[src/rtl/pcmr_pkg.sv]
// pcmr_pkg: shared sizes, command codes, decoded op kinds and the op beat
// passed from the front end to the back end of the mailbox rings block.
// No dependencies.
`default_nettype none

package pcmr_pkg;

   // block sizing
   localparam int NUM_CORES  = 4;
   localparam int RING_DEPTH = 16;
   localparam int CODE_W     = 64;
   localparam int HB_W       = 64;
   localparam int CMD_W      = 3;
   localparam int IDX_W      = 4;

   // derived widths
   localparam int CORE_W = (NUM_CORES > 1) ? $clog2(NUM_CORES) : 1;
   localparam int PTR_W  = (RING_DEPTH > 1) ? $clog2(RING_DEPTH) : 1;
   localparam int ADDR_W = $clog2(NUM_CORES * RING_DEPTH);

   // decoupling queue between front and back
   localparam int QDEPTH = 2;
   localparam int QPTR_W = (QDEPTH > 1) ? $clog2(QDEPTH) : 1;
   localparam int QCNT_W = $clog2(QDEPTH + 1);

   // command codes on the request channel
   typedef enum logic [CMD_W-1:0] {
      CMD_START   = 3'd0,
      CMD_STOP    = 3'd1,
      CMD_SEND    = 3'd2,
      CMD_CONSUME = 3'd3,
      CMD_HB_READ = 3'd4
   } cmd_type;

   // classified operation kinds
   typedef enum logic [2:0] {
      OP_REFUSE,
      OP_START,
      OP_STOP,
      OP_SEND,
      OP_CONSUME,
      OP_HB_READ
   } op_kind_type;

   // one decoded command beat
   typedef struct packed {
      op_kind_type        kind;
      logic [CORE_W-1:0]  core;
      logic [CODE_W-1:0]  code;
   } op_type;

   // ring pointer advance with wrap
   function automatic logic [PTR_W-1:0] ring_next(input logic [PTR_W-1:0] p);
      logic [PTR_W-1:0] n;
      if (p == PTR_W'(RING_DEPTH - 1)) begin
         n = '0;
      end else begin
         n = p + PTR_W'(1);
      end
      return n;
   endfunction

endpackage

`default_nettype wire

[src/rtl/pcmr_front.sv]
// pcmr_front: accepts request beats, checks the core id and command code,
// and queues decoded ops for the back end. Depends on pcmr_pkg.
`default_nettype none

module pcmr_front (
   input  wire logic                          clock,
   input  wire logic                          reset,
   input  wire logic                          req_valid,
   output logic                               req_stall,
   input  wire logic [pcmr_pkg::CMD_W-1:0]    req_cmd,
   input  wire logic [pcmr_pkg::IDX_W-1:0]    req_core_index,
   input  wire logic [pcmr_pkg::CODE_W-1:0]   req_code_in,
   output logic                               head_valid,
   output pcmr_pkg::op_type                   head_op,
   input  wire logic                          head_pop
);

   pcmr_pkg::op_type                    dec_op;
   logic                                in_range;
   logic                                push;
   pcmr_pkg::op_type                    queue_ff [pcmr_pkg::QDEPTH];
   logic [pcmr_pkg::QPTR_W-1:0]         wr_ptr_ff, wr_ptr_in;
   logic [pcmr_pkg::QPTR_W-1:0]         rd_ptr_ff, rd_ptr_in;
   logic [pcmr_pkg::QCNT_W-1:0]         count_ff, count_in;

   // secondary cores only: 1 .. NUM_CORES-1
   assign in_range = (req_core_index != '0) &&
                     ({1'b0, req_core_index} < (pcmr_pkg::IDX_W+1)'(pcmr_pkg::NUM_CORES));

   // classify the beat
   always_comb begin
      dec_op.core = req_core_index[pcmr_pkg::CORE_W-1:0];
      dec_op.code = req_code_in;
      dec_op.kind = pcmr_pkg::OP_REFUSE;
      if (in_range) begin
         unique case (req_cmd)
            pcmr_pkg::CMD_START:   dec_op.kind = pcmr_pkg::OP_START;
            pcmr_pkg::CMD_STOP:    dec_op.kind = pcmr_pkg::OP_STOP;
            pcmr_pkg::CMD_SEND:    dec_op.kind = pcmr_pkg::OP_SEND;
            pcmr_pkg::CMD_CONSUME: dec_op.kind = pcmr_pkg::OP_CONSUME;
            pcmr_pkg::CMD_HB_READ: dec_op.kind = pcmr_pkg::OP_HB_READ;
            default:               dec_op.kind = pcmr_pkg::OP_REFUSE;
         endcase
      end
   end

   // queue control
   assign req_stall  = (count_ff == pcmr_pkg::QCNT_W'(pcmr_pkg::QDEPTH));
   assign push       = req_valid && !req_stall;
   assign head_valid = (count_ff != '0);
   assign head_op    = queue_ff[rd_ptr_ff];

   always_comb begin
      wr_ptr_in = wr_ptr_ff;
      rd_ptr_in = rd_ptr_ff;
      count_in  = count_ff;
      if (push) begin
         wr_ptr_in = (wr_ptr_ff == pcmr_pkg::QPTR_W'(pcmr_pkg::QDEPTH - 1)) ?
                     '0 : wr_ptr_ff + pcmr_pkg::QPTR_W'(1);
      end
      if (head_pop) begin
         rd_ptr_in = (rd_ptr_ff == pcmr_pkg::QPTR_W'(pcmr_pkg::QDEPTH - 1)) ?
                     '0 : rd_ptr_ff + pcmr_pkg::QPTR_W'(1);
      end
      if (push && !head_pop) begin
         count_in = count_ff + pcmr_pkg::QCNT_W'(1);
      end else if (!push && head_pop) begin
         count_in = count_ff - pcmr_pkg::QCNT_W'(1);
      end
   end

   always_ff @(posedge clock) begin
      if (reset) begin
         wr_ptr_ff <= '0;
         rd_ptr_ff <= '0;
         count_ff  <= '0;
      end else begin
         wr_ptr_ff <= wr_ptr_in;
         rd_ptr_ff <= rd_ptr_in;
         count_ff  <= count_in;
      end
   end

   // queue storage, no reset
   always_ff @(posedge clock) begin
      if (push) begin
         queue_ff[wr_ptr_ff] <= dec_op;
      end
   end

`ifndef SYNTHESIS
   a_count_bound: assert property (@(posedge clock) disable iff (reset)
      count_ff <= pcmr_pkg::QCNT_W'(pcmr_pkg::QDEPTH))
      else $error("front queue count overflow");
   a_no_pop_empty: assert property (@(posedge clock) disable iff (reset)
      head_pop |-> head_valid)
      else $error("pop from empty front queue");
   a_push_count: assert property (@(posedge clock) disable iff (reset)
      (push && !head_pop) |=> (count_ff == $past(count_ff) + pcmr_pkg::QCNT_W'(1)))
      else $error("queue count missed a push");
`endif

endmodule

`default_nettype wire

[config.mk]
export PLATFORM = sky130hd
export DESIGN_NAME = pcmr_front
export DESIGN_NICKNAME = d
export VERILOG_FILES = /design/src/rtl/pcmr_pkg.sv /design/src/rtl/pcmr_front.sv
export SDC_FILE = /design/constraint.sdc
export NUM_CORES = 1
export LEC_CHECK = 0
export BUFFER_PORTS_ARGS = -buffer_cell sky130_fd_sc_hd__buf_2
export CORE_ASPECT_RATIO = 0.75
export CORE_MARGIN = 2
export CORE_UTILIZATION = 25
export CTS_CLUSTER_DIAMETER = 50
export DETAILED_ROUTE_END_ITERATION = 10
export GPL_TIMING_DRIVEN = 0
export HOLD_SLACK_MARGIN = 0.08
export MAX_ROUTING_LAYER = met4
export PLACE_DENSITY = 0.51
export SLEW_MARGIN = 5
export SYNTH_ARGS = -nofsm -noshare
export SYNTH_HDL_FRONTEND = slang
export SYNTH_SLANG_ARGS = --single-unit
[constraint.sdc]
create_clock -name clock -period 2.85 [get_ports clock]
set_input_delay 0.57 -clock clock [delete_from_list [all_inputs] [get_ports clock]]
set_output_delay 0.57 -clock clock [all_outputs]
set_load 0.05 [all_outputs]
# [After elaboration in Yosys (flattened, before gate mapping)]
# Memory sizes are Yosys's and may differ from the RTL's. A register that Yosys moved wholly into a read port is not among the register bits.
# Cells that the tools add are included.
[totals] output_inout_bits=71 mem_bits_ro=0 mem_count=1 regBits=4 ramBits=138 input_bits=75 latchBits=0 elab_cells=35
[memory_table] name="queue_ff" depth=2 width=69 read_ports=1 rd_clocked_by_memory_dff=1 write_ports=1 line_no="pcmr_front.sv:21" source="pcmr_pkg::op_type queue_ff [pcmr_pkg::QDEPTH];"
[classes] magnitude_cmp=1 n_shift=0 reduce_logical=11 mul=0 muxes=10 bitwise_logic=0 eq_ne=5 n_addsub=4 div=0
[ops] op="$pmux W3 S5" n=1
[ops] op="$eq A3 B2 Y1 const B" n=2
[ops] op="$mux W1" n=6
[ops] op="$logic_and A1 B1 Y1" n=4
[ops] op="$lt A4 B3 Y1 const B" n=1
[ops] op="$mux W2" n=2
[ops] op="$reduce_bool A2 Y1" n=2
[ops] op="$reduce_bool A4 Y1" n=1
[ops] op="$eq A3 B1 Y1 const B" n=1
[ops] op="$eq A3 B3 Y1 const B" n=1
[ops] op="$logic_not A1 Y1" n=3
[ops] op="$logic_not A3 Y1" n=1
[ops] op="$mux W3" n=1
[ops] op="$add A1 B1 Y1 const B" n=2
[ops] op="$add A2 B1 Y2 const B" n=1
[ops] op="$eq A2 B2 Y1 const B" n=1
[ops] op="$sub A2 B1 Y2 const B" n=1

# [Depth between registers and ports, before layout]
[logic_depth] depth_word=7 mapped_depth=6

# [Least setup slack after synthesis]
# No wires, ideal clock.
[synth_path] kind="register to register" from="register count_ff[1] in the netlist's numbering" to="memory queue_ff[1][0] in the netlist's numbering, enable pin" stages_incl_launch_ff=4 path_slack_ps=-32 synth_period_minus_slack_ps=2882 arrival_time_ps=2447 setup_time_ps=435 cell_sequence="dfxtp_1 -> nor2b_1 -> nor2_1 -> and2_1"
[synth_via] elab_chain_len=5
[synth_lines] element="from (decl)" line_no="pcmr_front.sv:24" source="logic [pcmr_pkg::QCNT_W-1:0] count_ff, count_in;"
[synth_lines] element="from (signal assigned)" line_no="pcmr_front.sv:80" source="count_ff <= count_in;"
[synth_lines] element="$eq A2 B2 Y1" line_no="pcmr_front.sv:48" source="assign req_stall = (count_ff == pcmr_pkg::QCNT_W'(pcmr_pkg::QDEPTH));"
[synth_lines] element="net req_stall" line_no="pcmr_front.sv:9" source="output logic req_stall,"
[synth_lines] element="$logic_not A1 Y1" line_no="pcmr_front.sv:49" source="assign push = req_valid && !req_stall;"
[synth_lines] element="$logic_and A1 B1 Y1" line_no="pcmr_front.sv:49"
[synth_lines] element="$mux W1" line_no="pcmr_front.sv:86" source="if (push) begin"
[synth_lines] element="$mux W1 (implied by the code)" line_no="pcmr_front.sv:87" source="queue_ff[wr_ptr_ff] <= dec_op;"
[synth_lines] element="to (decl)" line_no="pcmr_front.sv:21"
# The timed path passes the listed nets, and every way through them passes these cells.

==> impl_results.md <==
* Adder-Cell Fraction of Synth Area at 0.237%
* Fin Setup TNS at 0 ps
* PostCTS Resize Cnt at 0
* Tmin final at 2330 ps
* Min setup slack post-route at 523 ps
* CP required at between 2000 and 2500 ps
* Async SR Flop Fraction at 0%
* Hold Slack at 339 ps
* Ports at 146
* Largest family of logic cells by synthesized area: multiplexers
* Synthesized area per cell at about 21 sq um
* Ant. Diodes at 0
* Chip height at 130 um
* Final Wtd Congestion at 0.674
* Global-route wire length before repair at 15600 um
* Post-DP HPWL at 6850 um
* Nets at 491
* Outcome: complete, no violations
* Max Root-Sink Buffers at 2
* CP startpoint kind: flip-flop
* Static Leakage at approximately 2.6 nW
* Hold_buf cts at 0
* Rows at 46
* Worst-Skew Late Latency at 410 ps
* Inserted Clock Buffers at 17
* Yosys warns at 0
* Final ANT Viol Nets at 0
* Remaining global-route overflow at 0
* P&R area growth vs syn at 31.7%
* Vias per std cell at between 3 and 4
* CP max-delay cell: mux2_2
* Cell variety after synth at 22
* Core Box Area at approximately 0.021 sq mm
* GRT Total Usage at ~9.9%
* DIE AREA at 0.0223 sq mm
* Peak supply drop at 0.000306 V
* Postcts setup bufs at 0
* Routed wire length at 10600 um
* Final Setup Violations at 0
* Termination of the worst setup path: head_op[30]
* Slew Limit Fails at 0
* Initial DRC Count at 112
* Top FF cell, synth: edfxtp_1
* DP Worst Slack at 648 ps
* Multi-input gate area at 972 sq um
* Max cap viols at 0
* Most frequent cells in the layout: buf_2 (150), edfxtp_1 (138), mux2_2 (59)
* Depth of the CTS H-tree at 4
* CP arrival at 1760 ps
* Reg area at 0.00424 sq mm
* Register bit total from synthesis at 143
* Synth Area in Compound Gates at less than 1%
* Final Skew at between 8 and 9 ps
* Fill cells at 2092
* Leading cell type in the layout, fill and taps excluded: buf_2
* Max FO, Critical Path at 10
* CP most frequent cell: buf_2
* Register area share after synthesis at around four fifths
* Mux cell area share after synthesis at 15.4%
* EDFF count, synth at roughly 140
* FF-to-FF Start: count_ff[0]$_SDFFE_PP0P_
* Layout cells sized above 1 at between 50% and 60%
* Clk network pwr share at 35.3%
* Worst-Margin Slew at between 500 and 600 ps
* Delay of the slowest critical-path stage at approximately 380 ps
* Initial antenna violation count at 0
* Final hold vios at 0
* Int Power at about 4.1 mW
* Port bufs at around 150
* Reg2reg end: queue_ff[0][55]$_DFFE_PP_
* Reg power frac at approximately 44%
* Routed vias at ~2800
* Nature of the critical path endpoint: output pin
* Total power at 5.87 mW
* Post-Synth XOR/XNOR Area at less than 1%
* Syn_nets at 325
* Simple-Gate Fraction of Synth Area at 1.33%
* Clock sink count at 143
* Vias in the first global route at 3012
* Residual DRC at 0
* Reported net switching power at ~1.8 mW
* Reg2reg path depth at 4
* Initial Util at 25.2%
* Chip width at 172 um
* Fin area at 0.00697 sq mm
* Crit-path cells: buf_6, buf_2, mux2_2, buf_2
* TritonCTS clock tree: yes
* Tcrit/Tclk final at 81.6%
* Max_slew headroom at 62.3%
* Dpl cell area at approximately 0.0064 sq mm
* Switching Share at 30.4%
* Power per cell area at 842 mW/mm^2
* Reg2Reg Setup Slack at 910 ps
* Clock transition at the registers of the reported paths at 60 ps
* Comb pwr share at 20.5%
* Cell Area, Synth at about 0.0053 sq mm
* RSZ-0062 raised after global routing: false
* Critical path type: reg -> out
* Max frequency at between 0.4 and 0.5 GHz
* Clk root buf: clkbuf_16
* Hold Crit Class: in -> reg
* Mapped Cells at 249
* Routed len/inst at 14.8 um
* Drt first pass iters at 4
* Largest net degree at the start of global routing at 36
worst min path at each step:
stage	to	cells after the start	slack, ps	startpoint
CTS	queue_ff[1][45]$_DFFE_PP_	1	310	req_code_in[45]
global route	queue_ff[1][33]$_DFFE_PP_	1	310	req_code_in[33]
detailed placement	wr_ptr_ff$_SDFFE_PP0N_	2	500	wr_ptr_ff$_SDFFE_PP0N_
floorplan	wr_ptr_ff$_SDFFE_PP0N_	2	450	wr_ptr_ff$_SDFFE_PP0N_
global placement	wr_ptr_ff$_SDFFE_PP0N_	2	470	wr_ptr_ff$_SDFFE_PP0N_
finish	queue_ff[1][45]$_DFFE_PP_	1	340	req_code_in[45]
synthesized netlist by cell type (all sizes together), types with 2 or more instances:
master / number / area share [%]
or3: 2 / 0.24
dfxtp: 5 / 1.9
edfxtp: 138 / 78
o21ai: 3 / 0.28
mux2: 69 / 15
inv: 3 / 0.21
xnor2: 2 / 0.33
a21oi: 3 / 0.28
nor2: 6 / 0.43
buf: 8 / 1.2
xor2: 2 / 0.33
layout make-up:
cell class	count	share of cell area [%]
tap	288	5.17
buffer	8	0.898
clock inverter	13	1.63
clock buffer	19	6.22
inverter	3	0.198
timing repair buffer	147	11.0
sequential	143	60.9
multi-input combinational	95	14.0
cell families after synthesis:
kind of cell / count (synthesis)
buf+inv: 11
fa+ha+maj: 1
compound gates: 7
mux: 69
flops: 143
xor+xnor: 4
simple gates: 14
metrics by stage:
stage          std cells  utilization, %
6_report             716            33.2
2_1_floorplan        249               -
3_3_place_gp         682            30.4
5_1_grt              716            33.2
3_5_place_dp         684            30.6
4_1_cts              716            33.2
layer usage:
metal  up-vias  GRT usage [%]  routed length, um
li1       1307              -                  -
met4         0           3.71                116
met5         -              -                  0
met3        11           3.85                770
met2        98           15.5               4980
met1      1391           11.6               4690
critical path, delay by kind of cell (launching register included):
| family | cells | cell delay (ps) |
|---|---|---|
| muxes | 1 | 380 |
| buffers and inverters | 3 | 650 |
| DFF | 1 | 320 |
registers in the layout, summed over array words and instances, names as in the netlist, named ones only:
signal and flops:
count_ff 2, queue_ff 138, wr_ptr_ff 1, rd_ptr_ff 1
power by group through the flow:
stage	Sequential (mW)	Combinational (mW)	Clock [mW]
floorplan	2.63	0.911	0
global placement	2.65	1.18	0
detailed placement	2.64	1.22	0
CTS	2.60	1.23	2.15
global route	2.61	1.28	2.24
finish	2.59	1.20	2.07
Note: power is estimated with default switching activity, not from simulation.
